### src/rtl/strided_chunk_karatsuba_multiplier_assert.svh
// ============================================================================
// Assertion macros for the strided-chunk Karatsuba multiplier
// Concurrent checks clocked on clk and disabled while rst_n is low.
// ============================================================================
`ifndef STRIDED_CHUNK_KARATSUBA_MULTIPLIER_ASSERT_SVH
`define STRIDED_CHUNK_KARATSUBA_MULTIPLIER_ASSERT_SVH

// The consequent must hold in the same cycle as the antecedent.
`define SCKM_ASSERT_SAME(label, ante, cons, msg) \
  label: assert property (@(posedge clk) disable iff (!rst_n) (ante) |-> (cons)) \
    else $error(msg);

// The consequent must hold in the cycle after the antecedent.
`define SCKM_ASSERT_NEXT(label, ante, cons, msg) \
  label: assert property (@(posedge clk) disable iff (!rst_n) (ante) |=> (cons)) \
    else $error(msg);

`endif

### src/rtl/sckm_pkg.sv
// ============================================================================
// sckm_pkg
// Field widths, pipeline depth and shared types of the chunk multiplier.
// ============================================================================
package sckm_pkg;

  localparam int unsigned X_W     = 28;
  localparam int unsigned Y_W     = 30;
  localparam int unsigned P_W     = 58;
  localparam int unsigned N_STAGE = 5;

  typedef logic [X_W-1:0]     x_operand_t;
  typedef logic [Y_W-1:0]     y_operand_t;
  typedef logic [P_W-1:0]     product_t;
  typedef logic [N_STAGE-1:0] stage_vec_t;

  // Per-stage load enables produced by the pipeline control.
  typedef struct packed {
    stage_vec_t en;
  } pipe_ctl_t;

  // Least common multiple by stepping both multiples until they meet.
  function automatic int unsigned lcm(input int unsigned p, input int unsigned q);
    int unsigned mp;
    int unsigned mq;
    mp = p;
    mq = q;
    while (mp != mq) begin
      if (mp < mq) begin
        mp = mp + p;
      end else begin
        mq = mq + q;
      end
    end
    return mp;
  endfunction

endpackage

### src/rtl/sckm_if.sv
// ============================================================================
// sckm_in_if / sckm_out_if
// Valid/ready stream channels for operand pairs and products.
// ============================================================================
interface sckm_in_if;
  logic                 valid;
  logic                 ready;
  sckm_pkg::x_operand_t x_operand;
  sckm_pkg::y_operand_t y_operand;

  modport source (output valid, output x_operand, output y_operand, input ready);
  modport sink   (input valid, input x_operand, input y_operand, output ready);
endinterface

interface sckm_out_if;
  logic               valid;
  logic               ready;
  sckm_pkg::product_t product;

  modport source (output valid, output product, input ready);
  modport sink   (input valid, input product, output ready);
endinterface

### src/rtl/sckm_pipe_ctrl.sv
// ============================================================================
// sckm_pipe_ctrl
// Load enables for the pipeline: a stage loads when it is empty or when the
// stage after it moves on, so bubbles are squeezed out under a stall.
// ============================================================================
module sckm_pipe_ctrl (
  input  sckm_pkg::stage_vec_t stage_valid,
  input  logic                 out_ready,
  output sckm_pkg::pipe_ctl_t  ctl
);

  always_comb begin
    ctl.en[sckm_pkg::N_STAGE-1] = !stage_valid[sckm_pkg::N_STAGE-1] || out_ready;
    for (int k = sckm_pkg::N_STAGE - 2; k >= 0; k--) begin
      ctl.en[k] = !stage_valid[k] || ctl.en[k+1];
    end
  end

endmodule

### src/rtl/strided_chunk_karatsuba_multiplier.sv
// ============================================================================
// strided_chunk_karatsuba_multiplier
// Exact product of strided operand chunks using shared Karatsuba terms.
// ============================================================================
// Accepts one operand pair per cycle while the output is not stalled. The
// stages are: chunk extraction and Karatsuba differences, the chunk
// multipliers, the Karatsuba correction and shifting of every term, a first
// adder layer over groups of four terms, and a final adder layer that is also
// the output register. Each stage holds under back-pressure only when full, so
// a stalled result still lets new pairs fill the empty stages behind it.
module strided_chunk_karatsuba_multiplier #(
  parameter int unsigned CHUNK_X_BITS = 4,
  parameter int unsigned CHUNK_Y_BITS = 6,
  parameter int unsigned ORDER        = 2
) (
  input  logic              clk,
  input  logic              rst_n,
  sckm_in_if.sink           in_ch,
  sckm_out_if.source        out_ch
);

  localparam int unsigned S     = sckm_pkg::lcm(CHUNK_X_BITS, CHUNK_Y_BITS);
  localparam int unsigned NC    = ORDER + 1;
  localparam int unsigned NP    = ORDER * (ORDER + 1) / 2;
  localparam int unsigned NT    = NC + NP;
  localparam int unsigned NG    = (NT + 3) / 4;
  localparam int unsigned DW    = CHUNK_X_BITS + CHUNK_Y_BITS;
  localparam int unsigned MW    = DW + 2;
  localparam int unsigned KW    = DW + 1;
  localparam int unsigned KFW   = MW + 1;
  localparam int unsigned P_W   = sckm_pkg::P_W;

  sckm_pkg::stage_vec_t v_r;
  sckm_pkg::pipe_ctl_t  ctl;

  sckm_pipe_ctrl u_ctrl (
    .stage_valid (v_r),
    .out_ready   (out_ch.ready),
    .ctl         (ctl)
  );

  assign in_ch.ready  = ctl.en[0];
  assign out_ch.valid = v_r[sckm_pkg::N_STAGE-1];

  always_ff @(posedge clk) begin
    if (!rst_n) begin
      v_r <= '0;
    end else begin
      if (ctl.en[0]) begin
        v_r[0] <= in_ch.valid;
      end
      for (int k = 1; k < sckm_pkg::N_STAGE; k++) begin
        if (ctl.en[k]) begin
          v_r[k] <= v_r[k-1];
        end
      end
    end
  end

  // Stage 0: chunks and Karatsuba differences.
  logic        [CHUNK_X_BITS-1:0] a_nxt  [NC];
  logic        [CHUNK_Y_BITS-1:0] b_nxt  [NC];
  logic signed [CHUNK_X_BITS:0]   da_nxt [NP];
  logic signed [CHUNK_Y_BITS:0]   db_nxt [NP];
  logic        [CHUNK_X_BITS-1:0] a_r    [NC];
  logic        [CHUNK_Y_BITS-1:0] b_r    [NC];
  logic signed [CHUNK_X_BITS:0]   da_r   [NP];
  logic signed [CHUNK_Y_BITS:0]   db_r   [NP];

  always_comb begin
    logic [63:0] xw;
    logic [63:0] yw;
    int unsigned p;
    xw = 64'(in_ch.x_operand);
    yw = 64'(in_ch.y_operand);
    p  = 0;
    for (int i = 0; i < NC; i++) begin
      a_nxt[i] = CHUNK_X_BITS'(xw >> (i * S));
      b_nxt[i] = CHUNK_Y_BITS'(yw >> (i * S));
    end
    for (int i = 1; i < NC; i++) begin
      for (int j = 0; j < i; j++) begin
        da_nxt[p] = $signed({1'b0, a_nxt[j]}) - $signed({1'b0, a_nxt[i]});
        db_nxt[p] = $signed({1'b0, b_nxt[i]}) - $signed({1'b0, b_nxt[j]});
        p = p + 1;
      end
    end
  end

  always_ff @(posedge clk) begin
    if (ctl.en[0]) begin
      a_r  <= a_nxt;
      b_r  <= b_nxt;
      da_r <= da_nxt;
      db_r <= db_nxt;
    end
  end

  // Stage 1: diagonal products and one signed product per chunk pair.
  logic        [DW-1:0] diag_r [NC];
  logic signed [MW-1:0] kp_r   [NP];

  always_ff @(posedge clk) begin
    if (ctl.en[1]) begin
      for (int i = 0; i < NC; i++) begin
        diag_r[i] <= DW'(a_r[i]) * DW'(b_r[i]);
      end
      for (int p = 0; p < NP; p++) begin
        kp_r[p] <= MW'(da_r[p]) * MW'(db_r[p]);
      end
    end
  end

  // Stage 2: the diagonal products complete each pair's cross sum, then every
  // term is placed at its weight. Weights beyond the product width drop out.
  logic [P_W-1:0] term_nxt [NT];
  logic [P_W-1:0] term_r   [NT];
  logic           k_ovf;

  always_comb begin
    logic [KFW-1:0] k_full;
    int unsigned    p;
    p     = 0;
    k_ovf = 1'b0;
    for (int i = 0; i < NC; i++) begin
      term_nxt[i] = P_W'(diag_r[i]) << (2 * i * S);
    end
    for (int i = 1; i < NC; i++) begin
      for (int j = 0; j < i; j++) begin
        k_full = {kp_r[p][MW-1], kp_r[p]} + KFW'(diag_r[j]) + KFW'(diag_r[i]);
        k_ovf  = k_ovf | (k_full[KFW-1:KW] != '0);
        term_nxt[NC+p] = P_W'(k_full[KW-1:0]) << ((i + j) * S);
        p = p + 1;
      end
    end
  end

  always_ff @(posedge clk) begin
    if (ctl.en[2]) begin
      term_r <= term_nxt;
    end
  end

  // Stage 3: first adder layer, up to four terms per group.
  logic [P_W-1:0] psum_nxt [NG];
  logic [P_W-1:0] psum_r   [NG];

  always_comb begin
    for (int g = 0; g < NG; g++) begin
      psum_nxt[g] = '0;
      for (int t = 0; t < 4; t++) begin
        if (g * 4 + t < NT) begin
          psum_nxt[g] = psum_nxt[g] + term_r[g*4+t];
        end
      end
    end
  end

  always_ff @(posedge clk) begin
    if (ctl.en[3]) begin
      psum_r <= psum_nxt;
    end
  end

  // Stage 4: final adder layer into the output register.
  logic [P_W-1:0] product_nxt;
  logic [P_W-1:0] product_r;

  always_comb begin
    product_nxt = '0;
    for (int g = 0; g < NG; g++) begin
      product_nxt = product_nxt + psum_r[g];
    end
  end

  always_ff @(posedge clk) begin
    if (ctl.en[4]) begin
      product_r <= product_nxt;
    end
  end

  assign out_ch.product = product_r;

  `include "strided_chunk_karatsuba_multiplier_assert.svh"

  `SCKM_ASSERT_NEXT(a_accept_fills_stage0, in_ch.valid && in_ch.ready, v_r[0],
                    "accepted pair did not enter the first stage")
  `SCKM_ASSERT_SAME(a_cross_sum_fits, v_r[1], !k_ovf,
                    "Karatsuba cross sum is negative or too wide")
  `SCKM_ASSERT_SAME(a_ready_needs_bubble, out_ch.valid && !out_ch.ready && in_ch.ready,
                    !(&v_r), "input ready while stalled pipeline is full")

endmodule

### src/flat_wrapper.sv
// flat-port wrapper written by rule: the top's interface ports become plain ports
module strided_chunk_karatsuba_multiplier_flat 
#(
  parameter int unsigned CHUNK_X_BITS = 4,
  parameter int unsigned CHUNK_Y_BITS = 6,
  parameter int unsigned ORDER        = 2
)
  (clk, rst_n, in_ch_valid, in_ch_x_operand, in_ch_y_operand, in_ch_ready, out_ch_valid, out_ch_product, out_ch_ready);
  sckm_in_if in_ch_i ();
  sckm_out_if out_ch_i ();
  input  logic clk;
  input  logic rst_n;
  input wire logic [$bits(in_ch_i.valid)-1:0] in_ch_valid;
  input wire logic [$bits(in_ch_i.x_operand)-1:0] in_ch_x_operand;
  input wire logic [$bits(in_ch_i.y_operand)-1:0] in_ch_y_operand;
  output wire logic [$bits(in_ch_i.ready)-1:0] in_ch_ready;
  output wire logic [$bits(out_ch_i.valid)-1:0] out_ch_valid;
  output wire logic [$bits(out_ch_i.product)-1:0] out_ch_product;
  input wire logic [$bits(out_ch_i.ready)-1:0] out_ch_ready;
  assign in_ch_i.valid = in_ch_valid;
  assign in_ch_i.x_operand = in_ch_x_operand;
  assign in_ch_i.y_operand = in_ch_y_operand;
  assign in_ch_ready = in_ch_i.ready;
  assign out_ch_valid = out_ch_i.valid;
  assign out_ch_product = out_ch_i.product;
  assign out_ch_i.ready = out_ch_ready;
  strided_chunk_karatsuba_multiplier #(.CHUNK_X_BITS(CHUNK_X_BITS), .CHUNK_Y_BITS(CHUNK_Y_BITS), .ORDER(ORDER)) u_core (.clk(clk), .rst_n(rst_n), .in_ch(in_ch_i), .out_ch(out_ch_i));
endmodule
### config.mk
export PLATFORM = sky130hd
export DESIGN_NAME = strided_chunk_karatsuba_multiplier_flat
export DESIGN_NICKNAME = d
export VERILOG_FILES = /design/src/rtl/sckm_pkg.sv /design/src/rtl/sckm_if.sv /design/src/rtl/sckm_pipe_ctrl.sv /design/src/rtl/strided_chunk_karatsuba_multiplier.sv /design/src/flat_wrapper.sv
export VERILOG_INCLUDE_DIRS = /design/src /design/src/rtl
export SDC_FILE = /design/constraint.sdc
export NUM_CORES = 1
export LEC_CHECK = 0
export BUFFER_PORTS_ARGS = -buffer_cell sky130_fd_sc_hd__buf_2
export CORE_AREA = 10 10 163 279
export DETAILED_ROUTE_END_ITERATION = 8
export DIE_AREA = 0 0 173 289
export PLACE_DENSITY = 0.66
export RECOVER_POWER = 100
export SYNTH_ARGS = -nofsm -noshare
export SYNTH_HDL_FRONTEND = slang
export SYNTH_SLANG_ARGS = --single-unit
### constraint.sdc
create_clock -name clk -period 5 [get_ports clk]
set_input_delay 1 -clock clk [delete_from_list [all_inputs] [get_ports clk]]
set_output_delay 1 -clock clk [all_outputs]
set_load 0.01 [all_outputs]
# Word-level counts from Yosys, hierarchy flattened
# Memories as Yosys holds them, arrays and structs flattened.
# Index checks and enable logic that the tools add are counted.
# classes
n_addsub	17
multipliers	6
mux	2
n_reduce_logical	10
# op_table
cell	count
58-bit adder	2
58-bit by 23-bit adder with 58-bit output	1
35-bit by 47-bit adder with 48-bit output	1
5-bit by 7-bit multiplier with 12-bit output	3
10-bit by 34-bit adder with 35-bit output	1
11-bit by 10-bit adder with 11-bit output	3
11-bit adder	3
4-bit by 6-bit multiplier with 10-bit output	3
6-bit by 6-bit subtractor with 7-bit output	3
4-bit by 4-bit subtractor with 5-bit output	3
1-bit zero test	5
1-bit logical OR	5
1-bit two-way mux	2
# word_totals
reg_bits	308
ramBits	66
out_inout_bits	60
mem_count	2
# memory_table
memory	words	width	rd	rd_ports_with_merged_regs	wr	line_no	source
u_core.kp_r	3	12	3	0	3	strided_chunk_karatsuba_multiplier.sv:101	logic signed [MW-1:0] kp_r [NP];
u_core.diag_r	3	10	3	0	3	strided_chunk_karatsuba_multiplier.sv:100	logic [DW-1:0] diag_r [NC];

# Longest topological paths before layout
# logic_depth
word_depth	7
ltp_mapped	15
mapped_depth_nobuf	15

# Cells and area by module
# Synthesis repeated with hierarchy kept, for this count alone.
# hier_totals
hier_cells	1356
hier_area_um2	18217.5
# modules_own_cells
module	instances	cells_each	area_each_um2	seq_area_each_um2
strided_chunk_karatsuba_multiplier	1	1350	18182.4	9379.0
sckm_pipe_ctrl	1	6	35.0	0.0

# Least setup slack after synthesis
# Ideal clock, no wire load.
# synth_path
kind	input-to-output
startpoint	input out_ch_ready
endpoint	output in_ch_ready
arrival_time_ns	3.059
t_required_ns	4.000
setup_slack_ns	0.941
cell_stages	3
n_path_buf	0
cell_sequence	nor2b_1 > and3_1 > nand3_1
# synth_via
elab_chain_cells	5
# synth_lines
item	line_no	source
start: declaration	flat_wrapper.sv:19	input wire logic [$bits(out_ch_i.ready)-1:0] out_ch_ready;
1-bit logical OR	sckm_pipe_ctrl.sv:13	ctl.en[sckm_pkg::N_STAGE-1] = !stage_valid[sckm_pkg::N_STAGE-1] || out_ready;
1-bit logical OR (4 in a row)	sckm_pipe_ctrl.sv:15	ctl.en[k] = !stage_valid[k] || ctl.en[k+1];
end: declaration	flat_wrapper.sv:16	output wire logic [$bits(in_ch_i.ready)-1:0] in_ch_ready;
# No other way between the ends.

# Worst setup path after layout
# Same ends and word-level chain as after synthesis.

==> key figures <==
Outcome
  • Status: finished, violations left
  • Failing checks: capacitance limit, slew limit

Routing
  • Via density: 4.75
  • DR vias: 9,735
  • DR DRC count: 0
  • Routed len/inst: 15.6 µm
  • Iter 0 DRT Violations: 366
  • Post-route antenna net violation count: 0
  • Drt pass-1 iters: 4
  • Drt total wl: 31.9 mm

Global route
  • Antenna violations before repair: 0
  • Vias in the first global route: 10.4k
  • Largest net degree at the start of global routing: 69
  • Final global-route overflow total: 0
  • GRT Util Overall: 13.0%
  • First-pass GRT wire length: 52.0 mm

Place
  • Worst slack at placement: 1.16 ns
  • Post-DP HPWL: 26.3 mm
  • IO Port Bufs: 89
  • GPL Wtd Cong: 0.846

Clocking
  • Max Buffers Root-to-Sink: 3
  • Cts repair resizes: 0
  • TritonCTS Buffers: 27
  • H-tree Lvls: 1
  • Hold Buf Count CTS: 0
  • Clock latency on the worst-skew pair: 0.55 ns
  • CTS tree: done
  • CTS root buf: clkbuf_16
  • Clk slew on worst S/H paths: 0.07 ns
  • Postcts setup bufs: 0
  • Clk sink count: 314

Cells and area
  • Antenna diode count: 0
  • Most frequent cells in the layout: 309 x edfxtp_1, 221 x inv_1, 160 x ha_1
  • Most common cell after layout, fill and taps aside: edfxtp_1
  • Fillers: 3,607
  • Share of layout cells above drive strength 1: 3.47%
  • Nets: 1,827
  • Layout area overhead: 10.9%

Power
  • Leakage: 8.67 nW
  • Internal: 8.36 mW
  • Peak supply drop: 0.000270 V
  • Comb power frac: 45.1%
  • Clock Power Share: 17.3%
  • Seq pwr share: 37.6%
  • Pwr/cell area: 637 nW/µm²
  • Sw Ratio: 34.6%
  • P_sw: 4.42 mW

Yosys
  • EDFF count, synth: 309
  • Ys async rst share: 0%
  • Synth Register Bits: 314
  • Main synth FF type: edfxtp_1
  • Post-Syn Area: 18,100 µm²
  • Distinct cells, synth: 36
  • YS warnings: 0
  • Post-Syn Instances: 1,356
  • Post-synthesis sequential area ratio: 51.9%
  • Syn Area/Cell: 13.3 µm²

STA
  • Fmax: 247 MHz
  • Setup TNS: 0 ns
  • Final Max Slew Viols: 252
  • Post-route clock period utilization: 81.1%
  • Hold Vio Cnt, Final: 0
  • Final setup violation count: 0
  • Slew margin rel.: -113%
  • Slack of the critical path: 0.947 ns
  • Min cycle time layout: 4.05 ns
  • Hold Slack: 0.415 ns
  • RSZ-0062 raised after global routing: false
  • Least-Margin Pin Slew: 3.19 ns
  • Layout Skew: 0.0180 ns

Worst hold path
  • Hold WC Path Type: reg -> reg
  • Hold Path End: u_core.out_ch.product[53]
  • Hold Startpoint: u_core.psum_r[111]
  • WHS Path Cells: 0

Die
  • Die Area: 50,000 µm²
  • Die height: 289 µm
  • Starting Density: 44.4%
  • Num rows: 98
  • Die Wd: 173 µm
  • Boundary pin count: 122
  • Core area: 40,700 µm²

Setup path
  • Worst Path Buf+Inv: 3
  • Crit path cell chain: buf_2, nor2b_1, and3_1, nand3_4, clkbuf_2, clkbuf_1
  • FF-to-FF setup slack: 1.14 ns
  • Critical path's top delay family: buffers and inverters
  • Worst Setup Path Type: in -> out
  • R2r endpoint: u_core.kp_r[0][34]
  • Worst-case reg-to-reg path depth: 11
  • Arr. time, crit path: 3.05 ns
  • Max incr delay on CP: 0.84 ns
  • Crit-path max FO: 68
  • R2r startpoint: u_core.db_r[0]
  • CP max-delay cell: clkbuf_2
  • CP required: 4.00 ns
  • CP Capture Type: output port
  • Critical Path Start Type: primary input

Flow run
  • MaxCap Viol Count: 4
## power groups by stage
stage	registers, mW	logic (mW)	clock network [mW]
after floorplan	4.76	4.68	0
after global placement	4.85	5.81	0
after detailed placement	4.87	5.96	0
after CTS	4.82	6.00	2.28
after global routing	4.90	6.75	2.38
final	4.81	5.77	2.21
## per-layer routing
layer	share of wire (%)	track usage, %
met4	5.9	7.94
met5	0	0
met1	37	12.8
met2	54	25.0
met3	3.5	1.97
## how the worst max path moves through the flow
stage	from	end	slack, ns	depth (start not counted)
final	out_ch_ready	in_ch_ready	0.95	6
after global routing	out_ch_ready	in_ch_ready	0.68	6
after CTS	u_core.db_r[0]	u_core.kp_r[0][34]	1.14	11
after detailed placement	u_core.db_r[0]	u_core.kp_r[0][34]	1.16	11
after global placement	u_core.db_r[7]	u_core.kp_r[0][22]	1.21	11
after floorplan	out_ch_ready	in_ch_ready	0.94	3
## flip-flops by register name (all words and copies together), names as in the netlist
register               flops
u_core.a_r                12
u_core.b_r                18
u_core.da_r               15
u_core.db_r               21
u_core.diag_r             30
u_core.kp_r               33
u_core.out_ch.product     54
u_core.psum_r             63
u_core.term_r             63
u_core.v_r                 5
## cells in the mapped netlist (3+ instances only)
library cell    n  area, µm²
fa_1          127       2540
edfxtp_1      309       9280
a21oi_1        45        225
dfxtp_1         5        100
and2_1        117        732
nand3_1         4       20.0
nand2b_1       15       93.8
nor2_1         44        165
o21a_1         10       75.1
nand2_1        62        233
o21ai_0        14       70.1
or3_1           3       18.8
o41ai_1         6       52.6
a21boi_1        6       45.0
a21o_1         25        188
xnor2_1        78        683
nor2b_1        23        144
o21ai_1        19       95.1
ha_1          160       2000
o21bai_1        4       30.0
xor2_1         26        228
inv_1         221        830
nor3_1         11       55.1
buf_4           4       30.0
o211ai_1        3       22.5
## through the flow
step | area [µm²] | instances | util [%] | power [mW]
detailed placement | 19300 | 1999 | 47.3 | 10.8
floorplan | 18100 | 1359 | - | 9.45
global placement | 19300 | 1999 | 47.3 | 10.7
global route | 20100 | 2048 | 49.3 | 14.0
finish | 20100 | 2048 | 49.3 | 12.8
CTS | 20200 | 2048 | 49.7 | 13.1
## worst reg2reg max path, delay by kind of cell (launching register included)
kind                     cells  cell delay (ns)
AND/OR/NAND/NOR              1             0.20
XOR/XNOR                     1             0.10
buffers and inverters        1             0.06
adder cells (fa/ha/maj)      4             1.94
AO/OA/AOI/OAI                4             0.88
flip-flops                   1             0.43
## layout make-up
type | count | area, µm² | area share (%)
Clock buffer | 38 | 788 | 3.93
Clock inverter | 11 | 168 | 0.836
Inverter | 221 | 830 | 4.13
Multi-Input combinational cell | 820 | 7850 | 39.1
Sequential cell | 314 | 9380 | 46.7
Tap cell | 550 | 688 | 3.43
Timing Repair Buffer | 94 | 362 | 1.80
## kinds of logic after synthesis
| family | Yosys count | synth area share, % |
|---|---|---|
| other | 1 | 0.0207 |
| adder cells (fa/ha/maj) | 287 | 25.1 |
| AND/OR/NAND/NOR | 284 | 8.28 |
| flip-flops | 314 | 51.9 |
| multiplexers | 1 | 0.0553 |
| buffers and inverters | 225 | 4.75 |
| AO/OA/AOI/OAI | 140 | 4.88 |
| XOR/XNOR | 104 | 5.04 |
Power figures use the tool's default switching activity.
